**src/rtl/vct_pkg.sv**
```systemverilog
// ----------------------------------------------------------------------------
// vct_pkg
// Shared constants, register codes and transfer records of the viscous
// cohesive traction block.
// ----------------------------------------------------------------------------
package vct_pkg;

    localparam int WORD_BITS_DEF = 32;
    localparam int FRAC_BITS_DEF = 16;
    localparam int FIELD_BITS    = 32;
    localparam int CFG_IDX_BITS  = 3;
    localparam int CFG_DATA_BITS = 31;
    localparam int QUEUE_DEPTH   = 4;

    typedef enum logic [CFG_IDX_BITS-1:0] {
        REG_PEAK_STRESS     = 3'd0,
        REG_NORMAL_LENGTH   = 3'd1,
        REG_TANGENT_LENGTH  = 3'd2,
        REG_PEAK_ONSET      = 3'd3,
        REG_SOFTENING_ONSET = 3'd4,
        REG_DAMPING         = 3'd5,
        REG_PENALTY_FACTOR  = 3'd6,
        REG_STEP_SIZE       = 3'd7
    } cfg_reg_t;

    localparam logic [30:0] RST_PEAK_STRESS     = 31'd65536;
    localparam logic [30:0] RST_NORMAL_LENGTH   = 31'd65536;
    localparam logic [30:0] RST_TANGENT_LENGTH  = 31'd65536;
    localparam logic [16:0] RST_PEAK_ONSET      = 17'd6554;
    localparam logic [15:0] RST_SOFTENING_ONSET = 16'd39322;
    localparam logic [30:0] RST_DAMPING         = 31'd0;
    localparam logic [30:0] RST_PENALTY_FACTOR  = 31'd65536;
    localparam logic [30:0] RST_STEP_SIZE       = 31'd65536;

    // configuration bundle, raw register widths
    typedef struct packed {
        logic [30:0] peak_stress;
        logic [30:0] normal_length;
        logic [30:0] tangent_length;
        logic [16:0] peak_onset;
        logic [15:0] softening_onset;
        logic [30:0] damping;
        logic [30:0] penalty_factor;
        logic [30:0] step_size;
    } vct_cfg_t;

    // fields that leave the block as chosen by the front end
    typedef struct packed {
        logic [FIELD_BITS-1:0] heat_in;
        logic [FIELD_BITS-1:0] next_saved_t;
        logic [FIELD_BITS-1:0] next_saved_n;
        logic [FIELD_BITS-1:0] next_older_t;
        logic [FIELD_BITS-1:0] next_older_n;
    } vct_pass_t;

    // classified item, front end to queue to back end
    typedef struct packed {
        logic [FIELD_BITS-1:0] jump_t;
        logic [FIELD_BITS-1:0] jump_n;
        logic [FIELD_BITS-1:0] ref_t;
        logic [FIELD_BITS-1:0] ref_n;
        logic                  integrate;
        vct_pass_t             pass;
    } vct_item_t;

endpackage

```
**src/rtl/vct_front.sv**
```systemverilog
// ----------------------------------------------------------------------------
// vct_front
// Input stage: clips fields to the word, picks the increment reference and
// the saved-value outputs from the integrate flag, hands items to the queue.
// ----------------------------------------------------------------------------
module vct_front #(
    parameter int WORD_BITS = vct_pkg::WORD_BITS_DEF
) (
    input  logic                clk,
    input  logic                rst_n,
    input  logic                in_valid,
    output logic                in_ready,
    input  logic [31:0]         jump_t,
    input  logic [31:0]         jump_n,
    input  logic [31:0]         saved_t,
    input  logic [31:0]         saved_n,
    input  logic [31:0]         older_t,
    input  logic [31:0]         older_n,
    input  logic [31:0]         heat_in,
    input  logic                integrate,
    output logic                push,
    input  logic                full,
    output vct_pkg::vct_item_t  item
);

    localparam longint WMAXL = (WORD_BITS >= 64) ? 64'sh7FFF_FFFF_FFFF_FFFF :
                               ((longint'(1) <<< (WORD_BITS - 1)) - 1);
    localparam longint WMINL = -WMAXL - 1;

    function automatic logic [31:0] clipw(input logic [31:0] x);
        longint v;
        v = longint'(signed'(x));
        if (v > WMAXL)
        begin
            v = WMAXL;
        end
        else if (v < WMINL)
        begin
            v = WMINL;
        end
        return v[31:0];
    endfunction

    logic               vld_reg;
    vct_pkg::vct_item_t item_reg;
    vct_pkg::vct_item_t item_next;
    logic [31:0]        ct, cn, st, sn, ot, on;

    assign in_ready = !vld_reg || !full;
    assign push     = vld_reg && !full;
    assign item     = item_reg;

    always_comb
    begin
        ct = clipw(jump_t);
        cn = clipw(jump_n);
        st = clipw(saved_t);
        sn = clipw(saved_n);
        ot = clipw(older_t);
        on = clipw(older_n);
        item_next.jump_t            = ct;
        item_next.jump_n            = cn;
        item_next.integrate         = integrate;
        item_next.ref_t             = integrate ? st : ot;
        item_next.ref_n             = integrate ? sn : on;
        item_next.pass.heat_in      = clipw(heat_in);
        item_next.pass.next_saved_t = integrate ? ct : st;
        item_next.pass.next_saved_n = integrate ? cn : sn;
        item_next.pass.next_older_t = integrate ? st : ot;
        item_next.pass.next_older_n = integrate ? sn : on;
    end

    always_ff @(posedge clk or negedge rst_n)
    begin
        if (!rst_n)
        begin
            vld_reg <= 1'b0;
        end
        else if (in_ready)
        begin
            vld_reg <= in_valid;
        end
    end

    always_ff @(posedge clk)
    begin
        if (in_ready && in_valid)
        begin
            item_reg <= item_next;
        end
    end

endmodule

```
**config.mk**
```make
export PLATFORM = sky130hd
export DESIGN_NAME = vct_front
export DESIGN_NICKNAME = d
export VERILOG_FILES = /design/src/rtl/vct_pkg.sv /design/src/rtl/vct_front.sv
export SDC_FILE = /design/constraint.sdc
export NUM_CORES = 1
export LEC_CHECK = 0
export BUFFER_PORTS_ARGS = -buffer_cell sky130_fd_sc_hd__buf_2
export CAP_MARGIN = 20
export CORE_AREA = 2 2 202 204
export CTS_CLUSTER_DIAMETER = 30
export CTS_CLUSTER_SIZE = 10
export DETAILED_ROUTE_END_ITERATION = 6
export DIE_AREA = 0 0 204 206
export SLEW_MARGIN = 20
export SYNTH_ARGS = -nofsm -noshare
export SYNTH_HDL_FRONTEND = slang
export SYNTH_SLANG_ARGS = --single-unit
```
**constraint.sdc**
```tcl
create_clock -name clk -period 23.9 [get_ports clk]
set_input_delay 4.78 -clock clk [delete_from_list [all_inputs] [get_ports clk]]
set_output_delay 4.78 -clock clk [all_outputs]
set_load 0.005 [all_outputs]
```
==> metrics.yaml, run 1 <==
final_cells: 1515
critPathMostFrequentCell: "buf_2"
synthCells: 532
setup-tns-final_ps: 0
path_max_fanout: 4
clk_latency_ps: 550
place_ws_ps: 13930
relSlewSlack_pct: 31.1
drv_cap: 0
final_nets: 1166
synthSimpleGateAreaFrac_pct: 0.108
worstMarginPinSlew_ps: 1030
layout_setup_ws_ps: 13930
setup_viol: 0
period_minus_slack_ps: 9970
syn2layout_area_growth_pct: 44.4
drt_iter0_markers: 208
grt_pass1_wl_um: 34100
postRouteWirelength_um: 24900
cp_slowest_stage_delay_ps: 160
placedCellCount: 1413
drive_above_1_share_pct: 76.0
synth_compound_area_share_pct: 0.162
hp-class: "register to register"
start_kind: "input pin"
yosysTopAreaCell: "edfxtp_1"
worst_ep_required_time_ps: 19120
powerDensity_nw_per_um2: 96.0
critical_path_class: "input pin to primary output"
grt_overflow: 0
status: "finished, final reports clean"
synth-edff-count: 225
yosysWarnings: 0
clk_path_buf_depth: 3
root_buffer: "clkbuf_16"
slew_violations: 0
drc: 0
drt_pre_antenna_iters: 4
place_congestion: 0.767
grtUsageTotal_pct: 10.9
synth_common_cells: "edfxtp_1, mux2_2, clkbuf_1"
ir_worst_vdd_uv: 53.2
grt_pass1_vias: 5779
initial_core_util_pct: 23.1
ios: 520
ys_seq_area_share_pct: 73.2
largest_reg_flops: 225
ctsHoldBuffers: 0
ctsResizeCount: 0
slowest_stage: "buf_2"
total_leakage_power_nw: 5.60
fin_skew_ps: 9.35
wire_per_inst_um: 16.4
path_cells: "buf_2 -> nand2_1 -> buf_2"
total_power_mw: 1.28
syn_avg_cell_area_um2: 17.4
io_buffers: 519
clk_pin_slew_ps: 50
fin_util_pct: 33.3
post_cts_buffers: 0
synth_top_area_share_pct: 72.9
grt_setup_unrepaired: "false"
synth_nets: 761
dieWidth_um: 204
synth-xor-area-share_pct: 0
cts_sinks: 226
crit_path_end_kind: "primary output"
synth-adder-area-share_pct: 0
coreArea_um2: 40200
via_per_inst: 3.84
synth_ff_type: "edfxtp_1"
syn_area_um2: 9270
ys_ff_latch: 226
synth.most_common_cell: "edfxtp_1"
async_flop_share_pct: 0.442
rows: 74
vias: 5815
hold_viol: 0
ys_types: 11
clock.fmax_ghz: 0.100
synthMuxAreaShare_pct: 15.6
cts_inserted_buffers: 54
ant_nets: 0
grt_max_degree: 80
synth_area_leaders: "edfxtp_1, mux2_2, buf_4"
critical_path_arrival_ps: 5190
antenna_found_initial: 2
die_height_um: 206
hpwl_um: 18300
synth_top_family_by_area: "multiplexers"
die_area_um2: 42000
cts_htree_levels: 2
tritoncts: "built"
fin_crit_sh_pct: 41.7
-- worst paths after layout --
path / from / end / slack, ps / cells past startpoint
min in group asynchronous: rst_n / vld_reg / 4020 / 1
setup / recovery: full / in_ready / 13930 / 3
hold reg to reg: vld_reg / vld_reg / 600 / 1
max in group asynchronous: rst_n / vld_reg / 19770 / 1
setup reg to reg: vld_reg / item[132] / 21150 / 3
hold / removal: vld_reg / vld_reg / 600 / 1
-- routing by layer --
metal  vias up  routed length [um]  share of wire (%)  track usage (%)
met4         0                 741                3.0             4.87
li1       2651                   -                  -                -
met2       358               12500                 50             18.8
met1      2756                9170                 37             11.8
met5         -                   0                  0                0
met3        50                2520                 10             4.60
-- critical path, delay by kind of cell --
family	cells	cell delay [ps]
buffers and inverters	2	290
and+or+nand+nor	1	120
-- cell type report --
class	count	area, um^2
Tap cell	532	666
Clock buffer	55	1380
Multi-Input combinational cell	132	1480
Clock inverter	46	447
Fill cell	4008	26800
Sequential cell	226	6780
Antenna cell	1	2.50
Timing Repair Buffer	523	2630
-- where the power goes --
group | leakage [nW] | switching, mW | internal [mW]
logic | 2.58 | 0.0440 | 0.0473
clock network | 0.862 | 0.233 | 0.485
registers | 2.15 | 0.00807 | 0.468
total | 5.60 | 0.285 | 1.00
-- per-stage QoR --
step	cell area, um^2	hold WS, ps
floorplan	9270	484
global placement	11600	567
detailed placement	11600	579
CTS	13400	592
global route	13400	626
finish	13400	596
-- cell families after synthesis --
logic type | count (synthesis)
and+or+nand+nor | 2
muxes | 128
DFF | 226
AOI/OAI and AO/OA | 2
buffers and inverters | 174
-- cell usage in the layout (no fill, tap or decap) --
cell type | Yosys | final
a21boi_4 | 0 | 1
a21o_1 | 1 | 1
buf_2 | 0 | 518
buf_4 | 64 | 4
buf_6 | 6 | 1
bufinv_16 | 0 | 6
clkbuf_16 | 0 | 55
clkinv_1 | 0 | 7
clkinv_2 | 0 | 9
clkinv_4 | 0 | 6
clkinvlp_4 | 0 | 12
dfrtp_1 | 1 | 1
diode_2 | 0 | 1
edfxtp_1 | 225 | 225
inv_6 | 0 | 6
mux2_2 | 128 | 128
nand2_1 | 1 | 1
nor2b_1 | 1 | 1
Power figures use the tool's default switching activity.
==> run 2: changes to the inputs <==
- ABC_AREA: unset -> 1
- CORE_AREA: 2 2 202 204 -> 2 2 203 205
- DIE_AREA: 0 0 204 206 -> 0 0 205 207
- clock period: 23.9 -> 9.96 ns (I/O delays scaled with it)
==> run 2 against run 1 <==
Against the previous run:
- first-iteration DRC count increased by 67%
- non-clock buffer count unchanged
- via count increased by 19%
==> metrics.yaml, run 2 <==
drv_cap: 0  # unchanged
critical_path_class: "input pin to primary output"
synth_top_area_share_pct: 72.3  # -0.57 points
slew_violations: 0  # unchanged
grtUsageMet2_pct: 22.4  # +3.6 points
clk_path_buf_depth: 3  # unchanged
synth_compound_area_share_pct: 0.0536  # -0.11 points
setup-tns-final_ps: 0  # unchanged
worst_ep_required_time_ps: 7970  # -11150 ps
largest_reg_flops: 225  # unchanged
powerDensity_nw_per_um2: 228  # +140%
initial_core_util_pct: 23.1  # +0.074 points
synthCells: 805  # +51%
postRouteWirelength_um: 28000  # +13%
setup_viol: 0  # unchanged
grtUsageTotal_pct: 12.7  # +1.8 points
die_height_um: 207  # +0.49%
total_leakage_power_nw: 6.21  # +11%
fin_util_pct: 32.9  # -0.41 points
post_cts_buffers: 0  # unchanged
ys_types: 10  # -1
drive_above_1_share_pct: 49.3  # -27 points
ir_worst_vdd_uv: 128  # +140%
final_cells: 1765  # +17%
ctsResizeCount: 0  # unchanged
ys_seq_area_share_pct: 72.6  # -0.57 points
io_buffers: 519  # unchanged
cts_inserted_buffers: 50  # -7.4%
syn_avg_cell_area_um2: 11.6  # -33%
yosysTopAreaCell: "edfxtp_1"
drt_iter0_markers: 348  # +67%
grt_overflow: 0  # unchanged
hp-class: "register to register"
yosysWarnings: 0  # unchanged
rows: 74  # unchanged
synth_top_family_by_area: "simple AND/OR/NAND/NOR gates"
final_nets: 1421  # +22%
crit_path_end_kind: "primary output"
syn_area_um2: 9340  # +0.78%
cts_sinks: 226  # unchanged
synth.most_common_cell: "nand2_1"
cts_htree_levels: 2  # unchanged
worstMarginPinSlew_ps: 903  # -131 ps
synth-adder-area-share_pct: 0  # unchanged
hpwl_um: 20600  # +12%
ios: 520  # unchanged
grt_pass1_wl_um: 40500  # +19%
syn2layout_area_growth_pct: 42.2
status: "finished, final reports clean"
layout_commonest_cell: "buf_2"
finalHoldWorstSlack_ps: 601  # +5.33 ps
place_ws_ps: 5620  # -8310 ps
synth_nets: 1034  # +36%
path_max_fanout: 3  # -1
dieWidth_um: 205  # +0.49%
ctsHoldBuffers: 0  # unchanged
layout_setup_ws_ps: 5630  # -8310 ps
wire_per_inst_um: 15.9  # -3.4%
synth_area_leaders: "edfxtp_1, nand2_1, buf_4"
synthMuxAreaShare_pct: 0  # -16 points
fin_crit_sh_pct: 43.5
synth-edff-count: 225  # unchanged
root_buffer: "clkbuf_16"
drc: 0  # unchanged
relSlewSlack_pct: 39.8  # +8.8 points
final_cell_mix: "buf_2, nand2_1, edfxtp_1, clkbuf_16, clkinvlp_4"
met1_usage_pct: 13.3  # +1.6 points
grt.busiest_layer: "met2"
clk_pin_slew_ps: 50  # about the same
start_kind: "input pin"
synth_common_cells: "nand2_1, edfxtp_1, clkbuf_1"
synth_ff_type: "edfxtp_1"
fin_skew_ps: 9.00  # -0.344 ps
via_per_inst: 3.92  # +2.2%
async_flop_share_pct: 0.442  # unchanged
ant_nets: 0  # unchanged
clock.fmax_ghz: 0.231
drt_pre_antenna_iters: 6  # +2
clk_latency_ps: 550  # about the same
grt_max_degree: 154  # +93%
critical_path_arrival_ps: 2340  # -2850 ps
synthSimpleGateAreaFrac_pct: 15.6  # +15 points
hold_viol: 0  # unchanged
synth-xor-area-share_pct: 0  # unchanged
period_minus_slack_ps: 4330
coreArea_um2: 40400  # +0.46%
tritoncts: "built"
placedCellCount: 1672  # +18%
ys_ff_latch: 226  # unchanged
grt_use_met3_pct: 4.64  # +0.037 points
antenna_found_initial: 5  # +3
grt_pass1_vias: 6958  # +20%
place_congestion: 0.861  # +12%
vias: 6922  # +19%
grt_setup_unrepaired: "false"
die_area_um2: 42400  # +0.98%
run 2: cell types whose count changed after synthesis, sizes merged:
cell and delta:
a21boi -1, a21o -1, a21oi +1, buf +22, clkbuf -8, inv +3
mux2 -128, nand2 +385, nor2 +1, nor2b -1
run 2: through the flow:
stage / total power [mW] / instance area (um^2)
2_1_floorplan: 1.29 / 9340
3_3_place_gp: 1.39 / 11600
3_5_place_dp: 1.39 / 11600
4_1_cts: 3.06 / 13300
5_1_grt: 3.13 / 13300
6_report: 3.02 / 13300
run 2: path summary, 6_finish.rpt:
check                        start   endpoint  slack (ps)  cells past startpoint
min in group asynchronous    rst_n    vld_reg        1210                      1
hold / removal             vld_reg    vld_reg         600                      2
hold reg to reg            vld_reg    vld_reg         600                      2
setup / recovery              full   in_ready        5630                      3
max in group asynchronous    rst_n    vld_reg        8670                      1
setup reg to reg           vld_reg  item[232]        7490                      3
run 2: final cells by class:
class / count / area, um^2
fill: 4116 / 27100
sequential: 226 / 6780
timing repair buffer: 523 / 2640
multi-input combinational: 388 / 1470
clock buffer: 54 / 1290
tap: 532 / 666
clock inverter: 38 / 418
inverter: 3 / 13.8
antenna: 1 / 2.50
run 2: report_power, final:
| group | internal, mW | switching (mW) |
|---|---|---|
| combinational | 0.0962 | 0.126 |
| sequential | 1.12 | 0.0218 |
| clock | 1.12 | 0.537 |
run 2: cells by family after synthesis:
group,count (synthesis)
and+or+nand+nor,387
DFF,226
buffers and inverters,191
AOI/OAI and AO/OA,1
run 2: worst max-delay path, stage by stage:
cell and delay [ps]:
buf_2 130, nand2_1 70, buf_2 150
run 2: per-layer routing:
layer	vias to the layer above	wire (um)
li1	3277	-
met1	3200	10300
met2	387	14000
met3	54	2760
met4	4	930
met5	-	23
