**config.mk**
```make
export PLATFORM = sky130hd
export DESIGN_NAME = vct_fifo
export DESIGN_NICKNAME = d
export VERILOG_FILES = /design/src/rtl/vct_pkg.sv /design/src/rtl/vct_fifo.sv
export SDC_FILE = /design/constraint.sdc
export NUM_CORES = 1
export LEC_CHECK = 0
export BUFFER_PORTS_ARGS = -buffer_cell sky130_fd_sc_hd__buf_2
export CAP_MARGIN = 20
export CORE_ASPECT_RATIO = 0.5
export CORE_UTILIZATION = 60
export CTS_BUF_LIST = sky130_fd_sc_hd__clkbuf_8
export DETAILED_ROUTE_END_ITERATION = 6
export PLACE_DENSITY = 0.81
export SYNTH_ARGS = -nofsm -noshare
export SYNTH_HDL_FRONTEND = slang
export SYNTH_SLANG_ARGS = --single-unit
```
**constraint.sdc**
```tcl
create_clock -name clk -period 3.7 [get_ports clk]
set_clock_uncertainty 0.15 [all_clocks]
set_input_delay 0.925 -clock clk [delete_from_list [all_inputs] [get_ports clk]]
set_output_delay 0.925 -clock clk [all_outputs]
set_load 0.1 [all_outputs]
```
**src/rtl/vct_pkg.sv**
```systemverilog
// ----------------------------------------------------------------------------
// vct_pkg
// Shared constants, register codes and transfer records of the viscous
// cohesive traction block.
// ----------------------------------------------------------------------------
package vct_pkg;

    localparam int WORD_BITS_DEF = 32;
    localparam int FRAC_BITS_DEF = 16;
    localparam int FIELD_BITS    = 32;
    localparam int CFG_IDX_BITS  = 3;
    localparam int CFG_DATA_BITS = 31;
    localparam int QUEUE_DEPTH   = 4;

    typedef enum logic [CFG_IDX_BITS-1:0] {
        REG_PEAK_STRESS     = 3'd0,
        REG_NORMAL_LENGTH   = 3'd1,
        REG_TANGENT_LENGTH  = 3'd2,
        REG_PEAK_ONSET      = 3'd3,
        REG_SOFTENING_ONSET = 3'd4,
        REG_DAMPING         = 3'd5,
        REG_PENALTY_FACTOR  = 3'd6,
        REG_STEP_SIZE       = 3'd7
    } cfg_reg_t;

    localparam logic [30:0] RST_PEAK_STRESS     = 31'd65536;
    localparam logic [30:0] RST_NORMAL_LENGTH   = 31'd65536;
    localparam logic [30:0] RST_TANGENT_LENGTH  = 31'd65536;
    localparam logic [16:0] RST_PEAK_ONSET      = 17'd6554;
    localparam logic [15:0] RST_SOFTENING_ONSET = 16'd39322;
    localparam logic [30:0] RST_DAMPING         = 31'd0;
    localparam logic [30:0] RST_PENALTY_FACTOR  = 31'd65536;
    localparam logic [30:0] RST_STEP_SIZE       = 31'd65536;

    // configuration bundle, raw register widths
    typedef struct packed {
        logic [30:0] peak_stress;
        logic [30:0] normal_length;
        logic [30:0] tangent_length;
        logic [16:0] peak_onset;
        logic [15:0] softening_onset;
        logic [30:0] damping;
        logic [30:0] penalty_factor;
        logic [30:0] step_size;
    } vct_cfg_t;

    // fields that leave the block as chosen by the front end
    typedef struct packed {
        logic [FIELD_BITS-1:0] heat_in;
        logic [FIELD_BITS-1:0] next_saved_t;
        logic [FIELD_BITS-1:0] next_saved_n;
        logic [FIELD_BITS-1:0] next_older_t;
        logic [FIELD_BITS-1:0] next_older_n;
    } vct_pass_t;

    // classified item, front end to queue to back end
    typedef struct packed {
        logic [FIELD_BITS-1:0] jump_t;
        logic [FIELD_BITS-1:0] jump_n;
        logic [FIELD_BITS-1:0] ref_t;
        logic [FIELD_BITS-1:0] ref_n;
        logic                  integrate;
        vct_pass_t             pass;
    } vct_item_t;

endpackage

```
**src/rtl/vct_fifo.sv**
```systemverilog
// ----------------------------------------------------------------------------
// vct_fifo
// Short register queue between front end and back end.
// ----------------------------------------------------------------------------
module vct_fifo #(
    parameter int WIDTH = 8,
    parameter int DEPTH = vct_pkg::QUEUE_DEPTH
) (
    input  logic             clk,
    input  logic             rst_n,
    input  logic             push,
    input  logic [WIDTH-1:0] wdata,
    output logic             full,
    input  logic             pop,
    output logic             not_empty,
    output logic [WIDTH-1:0] rdata
);

    localparam int PW = (DEPTH > 1) ? $clog2(DEPTH) : 1;
    localparam int CW = $clog2(DEPTH + 1);

    logic [WIDTH-1:0] mem_reg [DEPTH];
    logic [PW-1:0]    wr_reg;
    logic [PW-1:0]    rd_reg;
    logic [CW-1:0]    cnt_reg;
    logic             do_push;
    logic             do_pop;

    assign full      = (cnt_reg == CW'(DEPTH));
    assign not_empty = (cnt_reg != '0);
    assign do_push   = push && !full;
    assign do_pop    = pop && not_empty;
    assign rdata     = mem_reg[rd_reg];

    always_ff @(posedge clk or negedge rst_n)
    begin
        if (!rst_n)
        begin
            wr_reg  <= '0;
            rd_reg  <= '0;
            cnt_reg <= '0;
        end
        else
        begin
            if (do_push)
            begin
                wr_reg <= (wr_reg == PW'(DEPTH-1)) ? '0 : wr_reg + 1'b1;
            end
            if (do_pop)
            begin
                rd_reg <= (rd_reg == PW'(DEPTH-1)) ? '0 : rd_reg + 1'b1;
            end
            if (do_push && !do_pop)
            begin
                cnt_reg <= cnt_reg + 1'b1;
            end
            else if (do_pop && !do_push)
            begin
                cnt_reg <= cnt_reg - 1'b1;
            end
        end
    end

    always_ff @(posedge clk)
    begin
        if (do_push)
        begin
            mem_reg[wr_reg] <= wdata;
        end
    end

endmodule

```
==> impl_results.md, run 1 <==
* Outcome: finished, final reports clean
* Total area of multi-input combinational cells at 452.9 um2
* Share of cells above drive strength 1 at 43.40%
* Drt first pass iters at 2
* CTS tree: done
* HP Class: primary input to async pin
* Final period util at 80.05%
* Final setup viols at 0
* Crit-path leading delay family: flip-flops
* Mapped Area at ~1600 um2
* Drt wl/cell at roughly 17 um
* Ys async rst share at ~18%
* Final #Nets at 124
* Clk root buf: clkbuf_8
* Max Fanout on Critical Path at 11
* Max Cap Viol at 0
* Clock buffer depth at 2
* Starting Density at about two thirds
* Main synth FF type: edfxtp_1
* Ys Warns at 0
* Fmax at 337.6 MHz
* DIE HEIGHT at 38.62 um
* Setup TNS at 0 ns
* Die area at 2906 um2
* Area Growth Syn to Fin at 14.23%
* Top post-synthesis cells by area: edfxtp_1 60%, mux4_2 11%, dfrtp_1 11%
* Rel. slew slack at 49.70%
* Hold Buf Count CTS at 0
* Busiest grt layer: met2
* Final Hold Fails at 0
* Die W at 75.24 um
* Sequential share of the synthesized area at 70.61%
* Number of global-route vias before repair at 855
* Cell taking the most area after synthesis: edfxtp_1
* Critical Path RT at 2.62 ns
* Antenna-violating nets left at 0
* Antenna violations before repair at 0
* Count leader, synth: edfxtp_1
* Cells after synthesis at 79
* Syn_nets at 98
* Startpoint types: register
* WL final at 2395 um
* Total grt overflow at 0
* CP Capture Type: output port
* DR DRC count at 0
* GR Layer Usage met1 at 25.72%
* Slowest CP cell: dfrtp_1
* Latest clock arrival within the worst-skew pair at 0.28 ns
* Met2 usage at 35.14%
* CTS clk-pin slew, worst paths at around 0.080 ns
* # rows at 12
* Sequential cell area at approximately 1100 um2
* Post-synth EDFFs at 32
* Htree depth at 2
* Max-slew violation count at 0
* Yosys cell types at 19
* First-pass GRT wire length at 3933 um
* Post-CTS repair timing setup buffer count at 0
* Via density at 5.213
* Filler cells at approximately 140
* Gates resized, CTS repair at 0
* 1st-iter DRT viols at 50
* Core area at between 2000 and 2500 um2
* N_diodes at 0
* Bufs and invs on worst path at 1
* Max FFs per register at 32
* CTS sink count at 39
* CP max stage delay at 0.72 ns
* Minimum clock period at 2.962 ns
* Maximum number of pins on one net before global-route repair at 14
* Gr usage total at between 20% and 30%
* Unrepaired setup endpoints after global routing: false
* TritonCTS Buffers at 5
* Share of Yosys cell area claimed by the top area cell type at 59.72%
* Crit path cell chain: mux4_2 -> buf_2
* DR vias at 735
* Ports at 22
* CP arrival at 1.89 ns
* Dpl hpwl at 1720 um
* Seq cells post-synth at 39
* Port bufs at 21
* Setup Crit Path Kind: register to output port
* Routability Congestion at ~0.7
* Syn Area/Cell at between 20 and 25 um2
* Slew @ Worst Pin at 0.7517 ns
* M3 GR Usage at 6.510%
* Commonest cells post-synth: 32 x edfxtp_1, 8 x mux4_2, 7 x dfrtp_1
==> path summary, 6_finish.rpt <==
check,start,endpoint,slack (ns),depth (start not counted)
max,rd_reg[0]$_DFFE_PN0P_,rdata[6],0.74,2
min,rst_n,rd_reg[1]$_DFFE_PN0P_,0.32,1
max reg2reg,cnt_reg[0]$_DFFE_PN0P_,cnt_reg[2]$_DFFE_PN0P_,1.39,8
min reg2reg,cnt_reg[2]$_DFFE_PN0P_,cnt_reg[2]$_DFFE_PN0P_,0.37,1
max in group asynchronous,rst_n,cnt_reg[1]$_DFFE_PN0P_,2.91,1
min in group clk,cnt_reg[2]$_DFFE_PN0P_,cnt_reg[2]$_DFFE_PN0P_,0.37,1
==> per-layer routing <==
| metal | share of wire (%) | up-vias |
|---|---|---|
| li1 | - | 353 |
| met1 | 46 | 366 |
| met2 | 51 | 16 |
| met3 | 3.3 | 0 |
| met4 | 0 | 0 |
| met5 | 0 | - |
==> placed cells by master, fill, tap and decap left out, drive strengths merged <==
cell type,synthesis,routed
edfxtp,32,32
buf,1,21
mux4,8,8
dfrtp,7,7
ha,6,6
clkbuf,1,5
mux2,5,5
nor2,4,4
inv,3,3
and2,3,3
xor2,2,2
clkinvlp,0,2
nand2,2,2
nor3b,1,1
nor2b,1,1
or3,1,1
xnor2,1,1
fa,1,1
clkinv,0,1
==> area by class of cell <==
type	count	area share [%]
repair buffers	21	5.718
flip-flops and latches	39	61.81
clock inverters	3	1.089
clock buffers	5	3.744
well taps	35	2.383
multi-input cells	35	24.64
inverters	3	0.6127
==> cells by family (layout without fill, tap and decap cells) <==
kind of cell / count (synthesis) / after routing / synth area share [%]
adder cells (fa/ha/maj): 7 / 7 / 5.910
flip-flops: 39 / 39 / 70.61
AND/OR/NAND/NOR: 12 / 12 / 5.443
multiplexers: 13 / 13 / 15.16
buffers and inverters: 5 / 32 / 1.244
XOR/XNOR: 3 / 3 / 1.633
==> stage by stage <==
| stage | setup slack (ns) | instance area (um2) | hold slack [ns] | cells | util (%) |
|---|---|---|---|---|---|
| after detailed placement | 1.031 | 1749 | 0.3529 | 133 | 73.73 |
| after floorplan | 0.9296 | 1609 | 0.3145 | 79 | - |
| final | 0.7382 | 1838 | 0.3202 | 141 | 77.48 |
| after global placement | 1.065 | 1749 | 0.3288 | 133 | 73.73 |
| after CTS | 0.7117 | 1838 | 0.3185 | 141 | 77.48 |
| after global routing | 0.6183 | 1838 | 0.3189 | 141 | 77.48 |
Power of run 1 is left out: the tool's default activity adds up to more than one toggle a clock period on the data nets, which glitch-free logic cannot reach.
==> inputs of run 2 (changes only) <==
--- a/config.mk
+++ b/config.mk
@@ -8,10 +8,10 @@
 export BUFFER_PORTS_ARGS = -buffer_cell sky130_fd_sc_hd__buf_2
 export CAP_MARGIN = 20
 export CORE_ASPECT_RATIO = 0.5
-export CORE_UTILIZATION = 60
+export CORE_UTILIZATION = 53
 export CTS_BUF_LIST = sky130_fd_sc_hd__clkbuf_8
 export DETAILED_ROUTE_END_ITERATION = 6
-export PLACE_DENSITY = 0.81
+export PLACE_DENSITY = 0.75
 export SYNTH_ARGS = -nofsm -noshare
 export SYNTH_HDL_FRONTEND = slang
 export SYNTH_SLANG_ARGS = --single-unit
==> constraint.sdc (replaced) <==
create_clock -name clk -period 2.5 [get_ports clk]
set_clock_uncertainty 0.15 [all_clocks]
set_input_delay 0.625 -clock clk [delete_from_list [all_inputs] [get_ports clk]]
set_output_delay 0.625 -clock clk [all_outputs]
set_load 0.1 [all_outputs]
==> run 2 against run 1 <==
  * Non-clock buffer count grew 4
  * Critical endpoint is now rdata[2]
  * Die area grew 13%
  * Register-to-register slack lost 1.2 ns
  * Critical path type unchanged
  * Cell count grew 4.3%
==> impl_results.md, run 2 (same netlist as run 1, synthesis figures left out) <==
* Outcome: finished, final reports clean
* Latest clock arrival within the worst-skew pair at 0.28 ns
* Number of global-route vias before repair at roughly 790
* Htree depth at 2
* Crit-path leading delay family: multiplexers
* CP Capture Type: output port
* R2R cell count at 8
* Bufs and invs on worst path at 2
* Final #Nets at 128
* Clock buffer depth at 2
* Final core occ at 70.28%
* Max-slew violation count at 0
* N_diodes at 0
* Dpl hpwl at about 1700 um
* Most frequent cells in the layout: 32 x edfxtp_1, 20 x buf_2, 8 x mux4_2
* Max FFs per register at 32
* CP arrival at approximately 1.6 ns
* Slew @ Worst Pin at 0.4957 ns
* Most common cell after layout, fill and taps aside: edfxtp_1
* Placed instance count at 136
* 1st-iter DRT viols at 18
* Minimum clock period at 2.390 ns
* WL final at 2531 um
* Worst R2R Start: cnt_reg[0]$_DFFE_PN0P_
* Critical Path RT at approximately 1.7 ns
* Share of cells above drive strength 1 at 47.27%
* CP max stage delay at 0.50 ns
* TritonCTS Buffers at 5
* CTS clk-pin slew, worst paths at 0.07 ns
* Setup TNS at 0 ns
* CTS sink count at 39
* Final period util at 95.60%
* Starting Density at 58.88%
* Max Fanout on Critical Path at 5
* Clk root buf: clkbuf_8
* Ports at 22
* Antenna-violating nets left at 0
* Rel. slew slack at 67.18%
* DR DRC count at 0
* Reg2reg end: cnt_reg[2]$_DFFE_PN0P_
* CTS tree: done
* Core area at 2733 um2
* Hold Buf Count CTS at 0
* HP Class: primary input to async pin
* Antenna violations before repair at 0
* Final setup viols at 0
* Port bufs at 21
* CP Launch Point: rd_reg[0]$_DFFE_PN0P_
* Startpoint types: register
* Max Cap Viol at 0
* Slowest CP cell: mux4_2
* Stages on worst setup path at 3
* # rows at 13
* Final Hold Fails at 0
* Maximum number of pins on one net before global-route repair at 13
* Die W at 79.92 um
* Die area at 3274 um2
* Total grt overflow at 0
* Crit path cell chain: buf_4 -> mux4_2 -> buf_2
* Fmax at around 420 MHz
* Crit path capture: rdata[2]
* Area Growth Syn to Fin at 19.36%
* Drt first pass iters at 4
* Finished Layout Cells at 147
* Setup Crit Path Kind: register to output port
* Gr usage total at 18.09%
* Routability Congestion at 0.6495
* Reg2reg setup slack at 0.24 ns
* Drt wl/cell at 17.22 um
* DIE HEIGHT at a little over 40 um
* Via density at 5.224
* Unrepaired setup endpoints after global routing: false
* First-pass GRT wire length at 3795 um
* DR vias at roughly 770
-- run 2: final cells by class --
type | count | area (um2)
clock buffers | 5 | 68.82
clock inverters | 3 | 63.81
fillers | 176 | 812.0
inverters | 3 | 11.26
multi-input cells | 35 | 455.4
flip-flops and latches | 39 | 1137
well taps | 37 | 46.29
repair buffers | 25 | 137.6
-- run 2: routing by layer --
layer	global-route usage, %	part of all wire, %	vias to the layer above
met5	0	0	-
met1	20.68	44	383
met3	6.222	4.6	5
met2	32.91	50	18
met4	8.036	1.2	0
li1	-	-	362
-- run 2: worst min-delay path by stage --
| stage | slack (ns) | end | from | cells past startpoint |
|---|---|---|---|---|
| 6_report | 0.02 | cnt_reg[1]$_DFFE_PN0P_ | rst_n | 1 |
| 5_1_grt | 0.02 | wr_reg[0]$_DFFE_PN0P_ | rst_n | 1 |
| 4_1_cts | 0.02 | cnt_reg[1]$_DFFE_PN0P_ | rst_n | 1 |
| 3_5_place_dp | 0.33 | cnt_reg[1]$_DFFE_PN0P_ | rst_n | 1 |
| 3_3_place_gp | 0.32 | cnt_reg[2]$_DFFE_PN0P_ | rst_n | 1 |
| 2_1_floorplan | 0.18 | cnt_reg[0]$_DFFE_PN0P_ | rst_n | 0 |
-- run 2: repair_timing --
item	in CTS	in global routing
buffers inserted	1	2
endpoints found under the setup margin	8	8
gates resized for setup	1	1
endpoints found under the hold margin	0	0
cloned	0	0
-- run 2: stage by stage --
step | area (um2) | hold WS [ns] | setup WS, ns
floorplan | 1612 | 0.1794 | -0.1994
global placement | 1762 | 0.3203 | 0.1512
detailed placement | 1762 | 0.3273 | 0.1224
CTS | 1903 | 0.01639 | 0.01769
global route | 1921 | 0.02142 | 0.05054
finish | 1921 | 0.02035 | 0.1100
Power of run 2 is left out for the same reason.
==> inputs of run 3 (changes only) <==
--- a/config.mk
+++ b/config.mk
@@ -11,7 +11,7 @@
 export CORE_UTILIZATION = 53
 export CTS_BUF_LIST = sky130_fd_sc_hd__clkbuf_8
 export DETAILED_ROUTE_END_ITERATION = 6
-export PLACE_DENSITY = 0.75
+export PLACE_DENSITY = 0.85
 export SYNTH_ARGS = -nofsm -noshare
 export SYNTH_HDL_FRONTEND = slang
 export SYNTH_SLANG_ARGS = --single-unit
==> run 3 against run 2 <==
  * Fmax down 1.5%
  * Hold slack got worse by 0.00062 ns
  * Die area unchanged
  * Sequential share of layout area rose by 1.3 points
  * Via count up 0.65%
  * Critical path depth did not move
  * Global-route usage fell by 0.40 points
  * Critical path type unchanged
  * Core utilization decreased by 1.5 points
  * First-iteration DRC count grew to 3.2 times the previous value
==> impl_results.md, run 3 (same netlist as run 1, synthesis figures left out) <==
* Dpl hpwl at 1687 um
* Unrepaired setup endpoints after global routing: false
* Latest clock arrival within the worst-skew pair at 0.28 ns
* Clk root buf: clkbuf_8
* DR vias at 773
* Core area at 2733 um2
* Max Cap Viol at 0
* N_diodes at 0
* TritonCTS Buffers at 5
* Gr usage total at 17.69%
* Slowest CP cell: mux4_2
* Final core occ at 68.82%
* CTS sink count at 39
* Die area at 3274 um2
* Maximum number of pins on one net before global-route repair at 13
* DR DRC count at 0
* Die W at 79.92 um
* Finished Layout Cells at 148
* Most frequent cells in the layout: 32 x edfxtp_1, 20 x buf_2, 8 x mux4_2
* Outcome: finished, final reports clean
* Hold Buf Count CTS at 0
* Minimum clock period at between 2 and 2.5 ns
* Clock buffer depth at 2
* Ports at 22
* Number of global-route vias before repair at about 710
* 1st-iter DRT viols at between 50 and 60
* Max Fanout on Critical Path at 5
* Setup Crit Path Kind: register to output port
* Starting Density at 58.88%
* Antenna-violating nets left at 0
* Drt wl/cell at 16.76 um
* Placed instance count at 137
* CP Capture Type: output port
* CTS clk-pin slew, worst paths at 0.07 ns
* Most common cell after layout, fill and taps aside: edfxtp_1
* Slew @ Worst Pin at 0.4910 ns
* Max FFs per register at 32
* CTS tree: done
* Share of cells above drive strength 1 at between 40% and 50%
* CP arrival at ~1.7 ns
* Final setup viols at 0
* Final #Nets at 129
* Filler cells at 185
* # rows at 13
* Antenna violations before repair at 0
* Drt first pass iters at 4
* Final period util at a little over nine tenths
* Final Hold Fails at 0
* CP max stage delay at 0.49 ns
* Max-slew violation count at 0
* Rel. slew slack at roughly two thirds
* Startpoint types: register
* Critical Path RT at 1.73 ns
* DIE HEIGHT at 40.96 um
* Total grt overflow at 0
* WL final at ~2500 um
* First-pass GRT wire length at 3643 um
* Port bufs at 21
* Crit path cell chain: clkbuf_4 -> mux4_2 -> buf_2
* Area Growth Syn to Fin at 16.87%
* Via density at 5.223
* Htree depth at 2
* HP Class: primary input to async pin
* Fmax at 412.0 MHz
* Routability Congestion at just under 0.7
run 3: cell types whose count changed in the layout (fill, tap and decap cells not counted), sizes merged:
cell and delta:
bufinv -2, buf +1, clkinv +1, clkinvlp +1
run 3: layer usage:
layer	vias up	wire length, um	track usage (%)
met3	4	119	7.333
li1	367	-	-
met5	-	0	0
met4	0	34	9.375
met1	381	1111	21.18
met2	21	1216	28.85
run 3: cell type report:
class,count,area (um2),area share (%)
Sequential cell,39,1137,60.48
Multi-Input combinational cell,35,455.4,24.22
Timing Repair Buffer,26,145.1,7.718
Clock buffer,5,68.82,3.659
Tap cell,37,46.29,2.462
Clock inverter,3,16.27,0.8649
Inverter,3,11.26,0.5988
run 3: worst max-delay path: cells and delay by family, from the launching register on:
family	cells	cell delay, ns
mux	1	0.49
buf+inv	2	0.49
flops	1	0.39
run 3: repair_timing:
item                                    4_1_cts  5_1_grt
gates resized for setup                       1        1
gates cloned                                  0        0
setup buffers                                 1        2
endpoints found under the setup margin        8        8
run 3: final timing paths:
kind | slack, ns | from | end | cells past startpoint
setup / recovery | 0.07 | rd_reg[0]$_DFFE_PN0P_ | rdata[3] | 3
hold / removal | 0.02 | rst_n | rd_reg[1]$_DFFE_PN0P_ | 1
setup reg to reg | 0.27 | cnt_reg[0]$_DFFE_PN0P_ | cnt_reg[2]$_DFFE_PN0P_ | 8
hold reg to reg | 0.35 | cnt_reg[2]$_DFFE_PN0P_ | cnt_reg[2]$_DFFE_PN0P_ | 1
max in group asynchronous | 2.00 | rst_n | rd_reg[0]$_DFFE_PN0P_ | 1
min in group clk | 0.35 | cnt_reg[2]$_DFFE_PN0P_ | cnt_reg[2]$_DFFE_PN0P_ | 1
run 3: through the flow:
stage               hold slack [ns]  setup WS [ns]  TNS, ns  cell area, um2
finish                      0.01973        0.07275        0            1881
CTS                         0.01440       0.009503        0            1863
detailed placement           0.3258         0.1111        0            1769
global placement             0.3211         0.1319        0            1769
floorplan                    0.1794        -0.1994  -0.2408            1612
global route                0.01454        0.01555        0            1881
Power of run 3 is left out for the same reason.
